$ cat config.mk
export PLATFORM = sky130hd
export DESIGN_NAME = functional_graph_cycle_finder
export DESIGN_NICKNAME = d
export VERILOG_FILES = /design/src/hw/rtl/fgcf_pkg.sv /design/src/hw/rtl/fgcf_seq.sv /design/src/hw/rtl/functional_graph_cycle_finder.sv
export SDC_FILE = /design/constraint.sdc
export NUM_CORES = 1
export LEC_CHECK = 0
export BUFFER_PORTS_ARGS = -buffer_cell sky130_fd_sc_hd__buf_2
export CAP_MARGIN = 10
export CORE_MARGIN = 3
export CORE_UTILIZATION = 40
export DETAILED_ROUTE_END_ITERATION = 10
export PLACE_DENSITY = 0.62
export SLEW_MARGIN = 20
export SYNTH_ARGS = -nofsm -noshare
export SYNTH_HDL_FRONTEND = slang
export SYNTH_SLANG_ARGS = --single-unit
$ cat constraint.sdc
create_clock -name clock -period 4.25 [get_ports clock]
set_clock_uncertainty 0.05 [all_clocks]
set_input_delay 0.85 -clock clock [delete_from_list [all_inputs] [get_ports clock]]
set_output_delay 0.85 -clock clock [all_outputs]
set_load 0.02 [all_outputs]
$ cat src/hw/rtl/fgcf_pkg.sv
// ----------------------------------------------------------------------------
// fgcf_pkg
// Shared types, constants and the control store of the cycle finder.
// ----------------------------------------------------------------------------
package fgcf_pkg;

   localparam int NODE_COUNT = 64;
   localparam int NODE_W     = 6;
   localparam int LEN_W      = 7;
   localparam int ADDR_W     = $clog2(NODE_COUNT);
   localparam int STEP_W     = 4;

   localparam logic CMD_LOAD  = 1'b0;
   localparam logic CMD_QUERY = 1'b1;

   typedef enum logic [2:0] {
      ADDR_START,
      ADDR_SLOW,
      ADDR_FAST,
      ADDR_RD,
      ADDR_WALK
   } addr_sel_type;

   typedef enum logic [1:0] {
      SLOW_HOLD,
      SLOW_RD,
      SLOW_START
   } slow_op_type;

   typedef enum logic [2:0] {
      COND_NONE,
      COND_ALWAYS,
      COND_NO_QUERY,
      COND_EQ,
      COND_LAST
   } cond_type;

   typedef struct packed {
      addr_sel_type      addr_sel;
      slow_op_type       slow_op;
      logic              fast_ld;
      logic              walk_init;
      logic              walk_step;
      logic              wait_out;
      logic              req_ready;
      cond_type          cond;
      logic [STEP_W-1:0] target;
   } ctrl_word_type;

   typedef struct packed {
      logic no_query;
      logic eq;
      logic last;
      logic out_busy;
   } status_type;

   // control store: one word per step
   function automatic ctrl_word_type ucode(input logic [STEP_W-1:0] step);
      ctrl_word_type w;
      w = '{addr_sel: ADDR_START, slow_op: SLOW_HOLD, fast_ld: 1'b0, walk_init: 1'b0,
            walk_step: 1'b0, wait_out: 1'b0, req_ready: 1'b0, cond: COND_NONE,
            target: '0};
      unique case (step)
         4'd0: begin
            // idle: take words, stay here unless a query starts
            w.req_ready = 1'b1;
            w.cond      = COND_NO_QUERY;
            w.target    = 4'd0;
         end
         4'd1: w.addr_sel = ADDR_START;
         4'd2: begin
            w.addr_sel = ADDR_RD;
            w.slow_op  = SLOW_RD;
         end
         4'd3: w.fast_ld = 1'b1;
         // tortoise one step, hare two
         4'd4: begin
            w.addr_sel = ADDR_SLOW;
            w.cond     = COND_EQ;
            w.target   = 4'd8;
         end
         4'd5: begin
            w.addr_sel = ADDR_FAST;
            w.slow_op  = SLOW_RD;
         end
         4'd6: w.addr_sel = ADDR_RD;
         4'd7: begin
            w.fast_ld = 1'b1;
            w.cond    = COND_ALWAYS;
            w.target  = 4'd4;
         end
         // restart tortoise at the start, both one step
         4'd8: w.slow_op = SLOW_START;
         4'd9: begin
            w.addr_sel = ADDR_SLOW;
            w.cond     = COND_EQ;
            w.target   = 4'd12;
         end
         4'd10: begin
            w.addr_sel = ADDR_FAST;
            w.slow_op  = SLOW_RD;
         end
         4'd11: begin
            w.fast_ld = 1'b1;
            w.cond    = COND_ALWAYS;
            w.target  = 4'd9;
         end
         // walk the cycle from its entry
         4'd12: w.walk_init = 1'b1;
         4'd13: w.addr_sel = ADDR_WALK;
         4'd14: begin
            w.addr_sel  = ADDR_WALK;
            w.walk_step = 1'b1;
            w.wait_out  = 1'b1;
            w.cond      = COND_LAST;
            w.target    = 4'd0;
         end
         4'd15: begin
            w.cond   = COND_ALWAYS;
            w.target = 4'd13;
         end
         default: w.cond = COND_NONE;
      endcase
      return w;
   endfunction

endpackage

$ cat src/hw/rtl/fgcf_seq.sv
// ----------------------------------------------------------------------------
// fgcf_seq
// Step counter over the control store, with conditional jumps and hold.
// ----------------------------------------------------------------------------
module fgcf_seq (
   input  logic                   clock,
   input  logic                   reset,
   input  fgcf_pkg::status_type   status,
   output fgcf_pkg::ctrl_word_type ctrl,
   output logic                   run
);

   logic [fgcf_pkg::STEP_W-1:0] step_ff;
   logic [fgcf_pkg::STEP_W-1:0] step_in;
   logic                        jump;

   assign ctrl = fgcf_pkg::ucode(step_ff);
   assign run  = !(ctrl.wait_out && status.out_busy);

   always_comb begin
      unique case (ctrl.cond)
         fgcf_pkg::COND_NONE:     jump = 1'b0;
         fgcf_pkg::COND_ALWAYS:   jump = 1'b1;
         fgcf_pkg::COND_NO_QUERY: jump = status.no_query;
         fgcf_pkg::COND_EQ:       jump = status.eq;
         fgcf_pkg::COND_LAST:     jump = status.last;
         default:                 jump = 1'b0;
      endcase
   end

   always_comb begin
      if (!run) begin
         step_in = step_ff;
      end else if (jump) begin
         step_in = ctrl.target;
      end else begin
         step_in = step_ff + 1'b1;
      end
   end

   always_ff @(posedge clock) begin
      if (reset) begin
         step_ff <= '0;
      end else begin
         step_ff <= step_in;
      end
   end

endmodule

$ cat src/hw/rtl/functional_graph_cycle_finder.sv
// ----------------------------------------------------------------------------
// functional_graph_cycle_finder
// Successor table with a microcoded tortoise-and-hare search; streams out
// the nodes of the cycle reached from a start node, entry node first.
// ----------------------------------------------------------------------------
//  channel | dir | handshake           | contents
//  req     | in  | tvalid/tready       | tuser cmd, tdata node/successor
//  rsp     | out | tvalid/tready/tlast | tdata cycle_node/cycle_length
//
// load words are taken back to back while idle; the steps of a query are all
// bound by the single read port of the successor table.
// reset clears the step counter and output valid; the table is not cleared.
// a stalled result holds the walk; new words are taken only when idle.
// ----------------------------------------------------------------------------
module functional_graph_cycle_finder (
   input  logic        clock,
   input  logic        reset,
   input  logic        req_tvalid,
   output logic        req_tready,
   input  logic [15:0] req_tdata,   // node[5:0], successor[11:6], zero
   input  logic        req_tuser,   // cmd
   output logic        rsp_tvalid,
   input  logic        rsp_tready,
   output logic [15:0] rsp_tdata,   // cycle_node[5:0], cycle_length[12:6], zero
   output logic        rsp_tlast
);

   localparam int NW = fgcf_pkg::NODE_W;
   localparam int LW = fgcf_pkg::LEN_W;
   localparam int AW = fgcf_pkg::ADDR_W;

   fgcf_pkg::ctrl_word_type ctrl;
   fgcf_pkg::status_type    status;
   logic                    run;

   logic [NW-1:0] req_node;
   logic [NW-1:0] req_succ;
   logic [NW-1:0] succ_sat;
   logic          accept;
   logic          in_range;
   logic          load_go;
   logic          query_go;

   logic [NW-1:0] succ_mem [fgcf_pkg::NODE_COUNT];
   logic [NW-1:0] rd_addr;
   logic [NW-1:0] rd_ff;

   logic [NW-1:0] start_ff;
   logic [NW-1:0] start_in;
   logic [NW-1:0] slow_ff;
   logic [NW-1:0] slow_in;
   logic [NW-1:0] fast_ff;
   logic [NW-1:0] fast_in;
   logic [NW-1:0] walk_ff;
   logic [NW-1:0] walk_in;
   logic [NW-1:0] entry_ff;
   logic [NW-1:0] entry_in;
   logic [LW-1:0] length_ff;
   logic [LW-1:0] length_in;
   logic [LW-1:0] length_inc;
   logic          last;

   logic          rsp_valid_ff;
   logic          rsp_valid_in;
   logic [NW-1:0] rsp_node_ff;
   logic [NW-1:0] rsp_node_in;
   logic [LW-1:0] rsp_len_ff;
   logic [LW-1:0] rsp_len_in;
   logic          rsp_last_ff;
   logic          rsp_last_in;

   fgcf_seq u_seq (
      .clock  (clock),
      .reset  (reset),
      .status (status),
      .ctrl   (ctrl),
      .run    (run)
   );

   assign req_node = req_tdata[NW-1:0];
   assign req_succ = req_tdata[2*NW-1:NW];
   assign req_tready = ctrl.req_ready;
   assign accept   = req_tvalid && req_tready;
   assign in_range = {1'b0, req_node} < LW'(fgcf_pkg::NODE_COUNT);
   assign load_go  = accept && in_range && (req_tuser == fgcf_pkg::CMD_LOAD);
   assign query_go = accept && in_range && (req_tuser == fgcf_pkg::CMD_QUERY);
   assign succ_sat = ({1'b0, req_succ} < LW'(fgcf_pkg::NODE_COUNT)) ?
                     req_succ : NW'(fgcf_pkg::NODE_COUNT - 1);

   // last node once the successor is the entry, or the run is full
   assign length_inc = length_ff + 1'b1;
   assign last = (rd_ff == entry_ff) || (length_inc == LW'(fgcf_pkg::NODE_COUNT));

   assign status.no_query = !query_go;
   assign status.eq       = (slow_ff == fast_ff);
   assign status.last     = last;
   assign status.out_busy = rsp_valid_ff && !rsp_tready;

   always_comb begin
      case (ctrl.addr_sel)
         fgcf_pkg::ADDR_START: rd_addr = start_ff;
         fgcf_pkg::ADDR_SLOW:  rd_addr = slow_ff;
         fgcf_pkg::ADDR_FAST:  rd_addr = fast_ff;
         fgcf_pkg::ADDR_RD:    rd_addr = rd_ff;
         fgcf_pkg::ADDR_WALK:  rd_addr = walk_ff;
         default:              rd_addr = start_ff;
      endcase
   end

   always_ff @(posedge clock) begin
      if (load_go) begin
         succ_mem[req_node[AW-1:0]] <= succ_sat;
      end
      rd_ff <= succ_mem[rd_addr[AW-1:0]];
   end

   always_comb begin
      start_in  = query_go ? req_node : start_ff;
      slow_in   = slow_ff;
      fast_in   = fast_ff;
      walk_in   = walk_ff;
      entry_in  = entry_ff;
      length_in = length_ff;
      case (ctrl.slow_op)
         fgcf_pkg::SLOW_RD:    slow_in = rd_ff;
         fgcf_pkg::SLOW_START: slow_in = start_ff;
         default:              slow_in = slow_ff;
      endcase
      if (ctrl.fast_ld) begin
         fast_in = rd_ff;
      end
      if (ctrl.walk_init) begin
         walk_in   = slow_ff;
         entry_in  = slow_ff;
         length_in = '0;
      end
      if (ctrl.walk_step && run) begin
         walk_in   = rd_ff;
         length_in = length_inc;
      end
   end

   // output register: one word held until taken
   always_comb begin
      rsp_valid_in = rsp_valid_ff && !rsp_tready;
      rsp_node_in  = rsp_node_ff;
      rsp_len_in   = rsp_len_ff;
      rsp_last_in  = rsp_last_ff;
      if (ctrl.walk_step && run) begin
         rsp_valid_in = 1'b1;
         rsp_node_in  = walk_ff;
         rsp_len_in   = last ? length_inc : '0;
         rsp_last_in  = last;
      end
   end

   always_ff @(posedge clock) begin
      if (reset) begin
         rsp_valid_ff <= 1'b0;
      end else begin
         rsp_valid_ff <= rsp_valid_in;
      end
      start_ff    <= start_in;
      slow_ff     <= slow_in;
      fast_ff     <= fast_in;
      walk_ff     <= walk_in;
      entry_ff    <= entry_in;
      length_ff   <= length_in;
      rsp_node_ff <= rsp_node_in;
      rsp_len_ff  <= rsp_len_in;
      rsp_last_ff <= rsp_last_in;
   end

   assign rsp_tvalid = rsp_valid_ff;
   assign rsp_tdata  = {(16 - NW - LW)'(0), rsp_len_ff, rsp_node_ff};
   assign rsp_tlast  = rsp_last_ff;

endmodule
==> flow_summary.yaml, run 1 <==
outcome:
  outcome: "completed"
clock_network:
  root_buffer: "clkbuf_16"
  cts.clk_slew.worst_paths_ns: 0.06
  postCtsResizedCells: 0
  cts_tree: "done"
  cts_setup_buffers: 0
  cts_max_level: 2
  cts_hold_buf: 0
  numCtsBuffers: 45
  cts_sinks: 446
  clock_latency_ns: 0.55
  clock_path_buffers: 3
setup_path:
  endpoint: "rd_ff[5]"
  critPathSlowestCell: "nor4_1"
  worst_ep_required_time_ns: 4.68
  worst_ep_arrival_time_ns: 4.50
  path_cells: "inv_1 -> ha_1 -> nor2b_1 -> o22a_1 -> or2_1 -> o2bb2ai_4 -> buf_12 -> buf_12 -> mux2i_1 -> o221ai_1 -> a21oi_1 -> nor4_1 -> a22o_1"
  slowest_delay_ns: 0.46
  reg2reg_from: "u_seq.step_ff[0]"
  setup.worst_path.start: "u_seq.step_ff[0]"
  rr_worst_depth: 13
  criticalPathCategory: "reg -> reg"
  crit_path_end_kind: "flop"
  cp_common_cell: "buf_12"
  crit_fanout: 34
  reg2reg_slack_ns: 0.18
  startpoint_type: "flop"
  r2r_end: "rd_ff[5]"
floorplan:
  fp.dieH_um: 222
  core_area_sq_um: 45800
  num_rows: 78
  die_area_sq_um: 49400
  die-width_um: 222
  boundaryPins: 40
  start_util_pct: 40.9
min_path:
  hp-class: "reg -> reg"
timing:
  hold_viol: 0
  worst_pin_slew_ns: 1.01
  max_clock_freq_mhz: 246
  slew_headroom_pct: 32.8
  fin_tns_setup_ns: 0
  min_period_over_period_pct: 95.7
  period_needed_ns: 4.07
  setup_viol: 0
  rsz0062_at_grt: "no"
  slew_viol_final: 0
  fin_ws_ns: 0.184
synthesis:
  avgSynthCellArea_sq_um: 13.1
  synth_common_cells: "edfxtp_1, nand2_1, nand3_1, nor2_1, mux2i_1"
  yosysWarningCount: 0
  synth_area_leaders: "edfxtp_1, nand2_1, mux2i_1"
  synthMostInstantiatedCell: "edfxtp_1"
  yosysTopAreaCell: "edfxtp_1"
  synth-edff-count: 435
  syn-cell-area_sq_um: 18700
  synthArstFlopShare_pct: 0
  syn_inst: 1426
  synth_top_area_share_pct: 69.8
  synth-main-ff-cell: "edfxtp_1"
  ys_types: 65
  yosysSeqAreaShare_pct: 71.0
  ys_seq_elements: 446
place:
  gp_congestion: 0.885
  dp_hpwl_um: 29100
  portBuffers: 32
  dp_slack_ns: 0.268
finish:
  area_growth_pct: 13.2
  n_antenna_cell: 0
  fillers: 3998
  drive_gt1_share_pct: 11.5
  seq_area_sq_um: 13300
  multi_input_area_sq_um: 5020
  fin_util_pct: 46.3
  fin_nets: 1509
global_route:
  grt_pass1_vias: 11300
  grt_pass1_wl_um: 68300
  grt_overflow_total: 0
  track_usage_pct: 18.0
  grt_max_degree: 54
  antenna_found_initial: 0
routing:
  postRouteAntennaNets: 0
  via_per_inst: 5.51
  dr.pass1.iters: 7
  dr_total_vias: 11600
  totalWireLength_um: 45400
  wl_per_cell_um: 21.5
  drcViolationCount: 0
  drt_iter0_markers: 1259
power_and_ir_drop:
  p_per_area_nw_per_um2: 701
  leakage_nw: 7.23
  vdd_drop_max_v: 0.000346
flow_run:
  cap_viol_max_count: 0
==> how the worst min path moves through the flow <==
stage	start	to	slack (ns)	cells past startpoint
4_1_cts	walk_ff[4]	rsp_node_ff[4]	0.42	0
5_1_grt	walk_ff[4]	rsp_node_ff[4]	0.43	0
3_3_place_gp	walk_ff[4]	rsp_node_ff[4]	0.41	0
3_5_place_dp	walk_ff[4]	rsp_node_ff[4]	0.41	0
6_report	walk_ff[4]	rsp_node_ff[4]	0.42	0
2_1_floorplan	walk_ff[5]	rsp_node_ff[5]	0.38	0
==> layout make-up <==
cell class	instances	area share, %
Sequential cell	446	62.7
Multi-Input combinational cell	888	23.7
Clock buffer	65	5.92
Tap cell	600	3.54
Timing Repair Buffer	91	3.44
Clock inverter	12	0.496
Inverter	10	0.177
==> critical path: cells and delay by family (launching register included) <==
| family | cells | cell delay (ns) |
|---|---|---|
| buffers and inverters | 3 | 0.55 |
| adder cells (fa/ha/maj) | 1 | 0.32 |
| multiplexers | 1 | 0.12 |
| flip-flops | 1 | 0.41 |
| AND/OR/NAND/NOR | 3 | 1.08 |
| AO/OA/AOI/OAI | 5 | 1.43 |
==> flip-flops by register name, indices dropped and copies added, names as in the netlist <==
name           cells
u_seq.step_ff      4
slow_ff            6
rsp_tvalid         1
length_ff          7
rsp_node_ff        6
rsp_len_ff         7
entry_ff           6
walk_ff            6
start_ff           6
rd_ff              6
succ_mem         384
fast_ff            6
rsp_tlast          1
==> kinds of logic (layout without fill, tap and decap cells) <==
| logic type | after synthesis | count (layout) | share of synthesized area [%] |
|---|---|---|---|
| other | 1 | 3 | 0.0200 |
| adders and majority gates | 6 | 6 | 0.401 |
| AOI/OAI and AO/OA | 164 | 164 | 6.28 |
| DFF | 446 | 446 | 71.0 |
| xor gates and xnor gates | 19 | 19 | 0.889 |
| and+or+nand+nor | 616 | 616 | 14.5 |
| buffers and inverters | 94 | 178 | 2.56 |
| muxes | 80 | 80 | 4.38 |
==> per-stage QoR <==
step	area, sq um	power, mW	hold slack, ns	instances
after global placement	19800	11.1	0.414	2035
final	21200	14.8	0.424	2112
after global routing	21200	15.6	0.431	2112
after detailed placement	19800	11.2	0.407	2035
after CTS	21200	14.9	0.421	2112
after floorplan	18700	8.94	0.376	1428
==> power breakdown <==
part | leakage, nW | internal, mW | switching [mW]
sequential | 4.01 | 4.97 | 0.156
combinational | 2.56 | 2.18 | 3.81
clock | 0.658 | 2.16 | 1.57
==> cell usage in the layout (no fill, tap or decap), types with 4 or more instances in the layout <==
master,n
xnor2_1,6
nand2_1,314
clkinv_1,7
mux2i_1,74
and3_1,12
a221o_1,5
edfxtp_1,435
buf_12,10
ha_1,6
nor2_1,91
inv_1,10
buf_2,32
nor2b_1,8
and2_1,4
nand3_1,138
nand2b_1,6
xor2_1,13
clkbuf_16,47
a32oi_1,7
a311o_1,6
o221ai_2,10
o21ai_0,15
nand3b_1,5
o22ai_1,9
dfxtp_1,11
mux2_2,5
a21oi_1,71
a22o_1,7
buf_4,49
nor4_1,20
clkbuf_1,17
==> metal layers <==
layer	share of wire [%]	GRT usage, %
met1	43	25.0
met4	2.6	5.43
met2	48	29.2
met5	0	0
met3	7.2	3.04
Note: power is estimated with default switching activity, not from simulation.
==> run 2, diff against run 1 <==
--- a/config.mk
+++ b/config.mk
@@ -7,10 +7,11 @@
 export LEC_CHECK = 0
 export BUFFER_PORTS_ARGS = -buffer_cell sky130_fd_sc_hd__buf_2
 export CAP_MARGIN = 10
+export CORE_ASPECT_RATIO = 0.5
 export CORE_MARGIN = 3
 export CORE_UTILIZATION = 40
 export DETAILED_ROUTE_END_ITERATION = 10
-export PLACE_DENSITY = 0.62
+export PLACE_DENSITY = 0.64
 export SLEW_MARGIN = 20
 export SYNTH_ARGS = -nofsm -noshare
 export SYNTH_HDL_FRONTEND = slang
==> constraint.sdc (replaced) <==
create_clock -name clock -period 3.3 [get_ports clock]
set_clock_uncertainty 0.05 [all_clocks]
set_input_delay 0.66 -clock clock [delete_from_list [all_inputs] [get_ports clock]]
set_output_delay 0.66 -clock clock [all_outputs]
set_load 0.02 [all_outputs]
==> run 2 against run 1 <==
Compared with the run above:
- hold slack lost 0.15 ns
- register-to-register slack worse by 0.11 ns
- final cell count grew 5.5%
- via count is 1.9% higher
- flip-flop and latch count is the same
- sequential share of layout area is 3.1 points lower
- first-iteration DRC count decreased by 19%
- clock-buffer cell count shrank 7
- critical endpoint is now rd_ff[2]
- highest routed layer unchanged
==> flow_summary.yaml, run 2 (synthesis results as in run 1) <==
routing:
  via_per_inst: 5.32
  drcViolationCount: 0
  drt_iter0_markers: 1020
  totalWireLength_um: 45500
  dr_total_vias: 11900
  wl_per_cell_um: 20.4
  postRouteAntennaNets: 0
  dr.pass1.iters: 5
finish:
  fillers: 3952
  final_cell_mix: "edfxtp_1, nand2_1, nand3_1"
  area_growth_pct: 19.1
  largest_reg_flops: 384
  seq_area_sq_um: 13300
  multi_input_area_sq_um: 5390
  n_antenna_cell: 0
  final_cells: 2229
  final_common_cell: "edfxtp_1"
  fin_nets: 1595
  drive_gt1_share_pct: 19.7
timing:
  hold_viol: 0
  setup_viol: 0
  fin_tns_setup_ns: 0
  period_needed_ns: 3.23
  max_clock_freq_mhz: 310
  min_period_over_period_pct: 97.9
  slew_viol_final: 0
  rsz0062_at_grt: "yes"
  worst_pin_slew_ns: 0.837
  slew_headroom_pct: 44.2
min_path:
  hp-class: "in -> reg"
  min_to: "start_ff[0]"
  min_from: "req_tdata[0]"
  whs_path_depth: 1
power_and_ir_drop:
  vdd_drop_max_v: 0.000585
  combPwrFrac_pct: 45.3
  p_per_area_nw_per_um2: 921
  leakage_nw: 7.71
  p_sw_mw: 7.57
  netSwitchingFraction_pct: 36.8
  p_int_mw: 13.0
  clkPwrFrac_pct: 22.4
  power_mw: 20.5
  seqPwrFrac_pct: 32.2
place:
  dp_hpwl_um: 30100
  portBuffers: 32
  gp_congestion: 0.866
  dp.cells: 2145
setup_path:
  crit_fanout: 12
  r2r_end: "rd_ff[2]"
  criticalPathCategory: "reg -> reg"
  worst_ep_arrival_time_ns: 3.62
  reg2reg_from: "u_seq.step_ff[1]"
  startpoint_type: "flop"
  crit_path_end_kind: "flop"
  reg2reg_slack_ns: 0.07
  rr_worst_depth: 16
  worst_ep_required_time_ns: 3.69
clock_network:
  cts_tree: "done"
  cts_max_level: 2
  cts_hold_buf: 0
  clock_path_buffers: 3
  clock_latency_ns: 0.56
  cts_sinks: 446
  cts.clk_slew.worst_paths_ns: 0.06
  numCtsBuffers: 42
  root_buffer: "clkbuf_16"
floorplan:
  die-width_um: 312
  boundaryPins: 40
  num_rows: 55
  core_area_sq_um: 45700
  fp.dieH_um: 159
  die_area_sq_um: 49600
  start_util_pct: 41.0
global_route:
  antenna_found_initial: 0
  grt_overflow_total: 0
  grt_pass1_vias: 11500
  grt_max_degree: 39
  grt_pass1_wl_um: 68900
  track_usage_pct: 17.9
flow_run:
  cap_viol_max_count: 0
outcome:
  outcome: "completed"
-- run 2: changes by cell type in the layout (fill, tap and decap cells not counted), moves of 5 or more --
cell	delta
a21oi_1	-14
a21oi_2	+11
buf_12	+6
buf_4	+75
clkbuf_1	-7
mux2i_1	-9
mux2i_2	+8
nor4_1	-6
nor4_2	+5
o221ai_2	-5
o221ai_4	+7
-- run 2: cell type report --
type                    instances  share of cell area (%)
inverters                      10                   0.168
clock inverters                20                   0.600
repair buffers                178                    6.68
multi-input cells             890                    24.2
well taps                     627                    3.52
clock buffers                  58                    5.30
flip-flops and latches        446                    59.6
-- run 2: worst max-delay path, cell delays in order (launching register included) --
cell,delay [ns]
dfxtp_2,0.38
inv_1,0.10
ha_2,0.21
buf_4,0.17
a21oi_1,0.13
nor2_1,0.05
o32ai_1,0.22
buf_4,0.17
o2bb2ai_4,0.12
buf_12,0.15
buf_12,0.15
mux2i_1,0.33
o221ai_4,0.20
a21oi_1,0.23
nor4_1,0.08
buf_4,0.15
a22o_1,0.23
-- run 2: power by group through the flow --
stage | combinational, mW | sequential, mW | clock (mW)
3_5_place_dp | 8.41 | 6.73 | 0
4_1_cts | 8.55 | 6.61 | 4.69
6_report | 9.32 | 6.62 | 4.61
2_1_floorplan | 4.91 | 6.61 | 0
3_3_place_gp | 8.36 | 6.74 | 0
5_1_grt | 9.97 | 6.63 | 4.96
-- run 2: how the worst max path moves through the flow --
stage / from / endpoint / slack (ns) / cells past startpoint
6_report: u_seq.step_ff[1] / rd_ff[2] / 0.07 / 16
3_3_place_gp: u_seq.step_ff[1] / rd_ff[3] / -0.09 / 14
5_1_grt: u_seq.step_ff[1] / rd_ff[2] / -0.07 / 16
4_1_cts: u_seq.step_ff[0] / rd_ff[1] / 0.002 / 15
3_5_place_dp: u_seq.step_ff[1] / rd_ff[3] / -0.16 / 14
2_1_floorplan: u_seq.step_ff[0] / rd_ff[3] / 0.39 / 16
-- run 2: timing repair --
action                                  4_1_cts  5_1_grt
gates resized for setup                       7       69
gates cloned                                  0        2
endpoints found under the setup margin        6       64
pin swaps                                     1        8
endpoints found under the hold margin         0        0
buffers inserted                              1        3
-- run 2: per-stage QoR --
step           setup slack, ns  area, sq um  utilization (%)  hold slack, ns
2_1_floorplan            0.388        18700                -           0.376
3_3_place_gp           -0.0915        20500             44.9           0.399
3_5_place_dp            -0.158        20500             44.9           0.420
4_1_cts                0.00170        21900             47.9           0.239
5_1_grt                -0.0713        22300             48.8           0.256
6_report                0.0705        22300             48.8           0.270
-- run 2: per-layer routing --
layer  track usage (%)  wire [um]  vias up
met4              4.53        967        0
li1                  -          -     5550
met3              3.91       3320       77
met1              25.2      20400     5824
met2              28.5      20800      406
met5                 0          0        -
==> run 3, diff against run 2 <==
--- a/config.mk
+++ b/config.mk
@@ -9,9 +9,10 @@
 export CAP_MARGIN = 10
 export CORE_ASPECT_RATIO = 0.5
 export CORE_MARGIN = 3
-export CORE_UTILIZATION = 40
+export CORE_UTILIZATION = 55
+export CTS_CLUSTER_SIZE = 10
 export DETAILED_ROUTE_END_ITERATION = 10
-export PLACE_DENSITY = 0.64
+export PLACE_DENSITY = 0.81
 export SLEW_MARGIN = 20
 export SYNTH_ARGS = -nofsm -noshare
 export SYNTH_HDL_FRONTEND = slang
==> run 3 against run 2 <==
Compared with the run above:
- the run now ends with setup timing left
- highest routed layer unchanged
- wire length rose by 11%
- hold slack got worse by 0.013 ns
- non-clock buffer count rose by 5
- via count rose by 9.8%
- critical endpoint is now rd_ff[5]
- die area fell by 27%
- register-to-register slack got worse by 0.16 ns
- design area rose by 1.3%
- flip-flop and latch count did not move
==> flow_summary.yaml, run 3 (synthesis results as in run 1) <==
min_path:
  min_to: "start_ff[0]"
  hp-class: "in -> reg"
  whs_path_depth: 1
  min_from: "req_tdata[0]"
power_and_ir_drop:
  power_mw: 21.9
  leakage_nw: 7.85
  vdd_drop_max_v: 0.000577
  p_int_mw: 13.6
  netSwitchingFraction_pct: 38.0
  combPwrFrac_pct: 47.6
  clkPwrFrac_pct: 22.1
  p_per_area_nw_per_um2: 969
  seqPwrFrac_pct: 30.3
  p_sw_mw: 8.32
setup_path:
  r2r_end: "rd_ff[5]"
  criticalPathCategory: "reg -> reg"
  worst_ep_arrival_time_ns: 3.85
  startpoint_type: "flop"
  crit_fanout: 7
  reg2reg_from: "u_seq.step_ff[0]"
  rr_worst_depth: 15
  crit_path_end_kind: "flop"
  worst_ep_required_time_ns: 3.75
  reg2reg_slack_ns: -0.09
timing:
  holdWs_ns: 0.258
  slew_headroom_pct: 44.3
  hold_viol: 0
  slew_viol_final: 0
  max_clock_freq_mhz: 295
  setup_viol: 51
  period_needed_ns: 3.39
  min_period_over_period_pct: 103
  fin_ws_ns: -0.0936
  worst_pin_slew_ns: 0.835
  fin_tns_setup_ns: -1.14
  rsz0062_at_grt: "yes"
global_route:
  grt_max_degree: 65
  grt_pass1_wl_um: 70700
  track_usage_pct: 25.7
  grt_overflow_total: 0
  antenna_found_initial: 0
  grt_pass1_vias: 12500
routing:
  dr_total_vias: 13000
  drcViolationCount: 0
  postRouteAntennaNets: 0
  dr.pass1.iters: 10
  via_per_inst: 6.38
  drt_iter0_markers: 1929
  wl_per_cell_um: 24.7
  totalWireLength_um: 50400
finish:
  largest_reg_flops: 384
  final_cells: 2042
  fillers: 2030
  fin_nets: 1608
  final_cell_mix: "edfxtp_1, nand2_1, nand3_1"
  n_antenna_cell: 0
  area_growth_pct: 20.7
  multi_input_area_sq_um: 5670
  final_common_cell: "edfxtp_1"
  drive_gt1_share_pct: 22.0
  seq_area_sq_um: 13300
outcome:
  outcome: "complete, but fails checks"
  violations: "setup timing"
clock_network:
  numCtsBuffers: 50
  cts.clk_slew.worst_paths_ns: 0.06
  cts_hold_buf: 0
  root_buffer: "clkbuf_16"
  clock_latency_ns: 0.57
  clock_path_buffers: 3
  cts_sinks: 446
  cts_tree: "done"
  cts_max_level: 2
floorplan:
  core_area_sq_um: 33300
  boundaryPins: 40
  fp.dieH_um: 136
  start_util_pct: 56.2
  num_rows: 47
  die-width_um: 267
  die_area_sq_um: 36400
place:
  gp_congestion: 0.935
  dp_hpwl_um: 29600
  portBuffers: 32
  dp.cells: 1941
  dp_slack_ns: -0.378
flow_run:
  cap_viol_max_count: 0
[run 3: changes by cell type in the layout (fill, tap and decap cells not counted), moves of 7 or more]
cell	before	now
a21oi_1	57	46
a21oi_2	12	21
clkbuf_1	10	19
clkbuf_16	43	58
clkinv_1	11	0
mux2i_1	65	57
nor4_1	14	7
[run 3: final cells by class]
type,instances,share of cell area (%)
multi-input combinational,890,25.1
clock inverter,2,0.0609
inverter,10,0.166
timing repair buffer,183,7.44
sequential,446,58.8
clock buffer,70,5.96
tap,441,2.44
[run 3: how the worst max path moves through the flow]
stage,startpoint,endpoint,slack [ns],cells after the start
floorplan,u_seq.step_ff[0],rd_ff[3],0.39,16
global placement,u_seq.step_ff[0],rd_ff[4],-0.29,13
detailed placement,u_seq.step_ff[0],rd_ff[4],-0.38,16
CTS,u_seq.step_ff[0],rd_ff[3],0.0003,16
global route,u_seq.step_ff[0],rd_ff[5],-0.14,15
finish,u_seq.step_ff[0],rd_ff[5],-0.09,15
[run 3: worst max-delay path, cell delays in order (launching register included)]
cell and delay, ns:
dfxtp_2 0.33, inv_2 0.05, ha_4 0.18, buf_4 0.17, nor2b_1 0.14, a221o_1 0.36, a221o_1 0.29, o32a_4 0.40
buf_12 0.17, nor3b_2 0.15, buf_4 0.16, nand3_1 0.09, a21oi_1 0.09, nor4_1 0.40, buf_4 0.19, a22o_1 0.11
[run 3: power groups by stage]
stage | combinational (mW) | sequential (mW) | clock (mW)
3_3_place_gp | 7.70 | 6.71 | 0
6_report | 10.4 | 6.63 | 4.84
4_1_cts | 8.46 | 6.61 | 4.84
2_1_floorplan | 4.91 | 6.61 | 0
5_1_grt | 10.8 | 6.64 | 5.08
3_5_place_dp | 7.96 | 6.72 | 0
[run 3: through the flow]
step | cell area (sq um) | util [%]
finish | 22600 | 67.9
global route | 22600 | 67.9
CTS | 21800 | 65.3
detailed placement | 20100 | 60.5
global placement | 20100 | 60.5
floorplan | 18700 | -
[run 3: routing by layer]
metal  GRT usage, %  part of all wire [%]  vias to the layer above  wire length, um
met3           5.35                    12                      181             6090
met1           33.9                    37                     6310            18600
met2           42.0                    47                      966            23800
li1               -                     -                     5565                -
met4           11.3                   3.8                        0             1910
met5              0                     0                        -                0
[run 3: repair_timing]
action | in CTS | in global routing
setup endpoints to repair | 12 | 132
buffers inserted | 3 | 17
resized for setup | 40 | 99
gates cloned | 1 | 8
pin swaps | 6 | 20
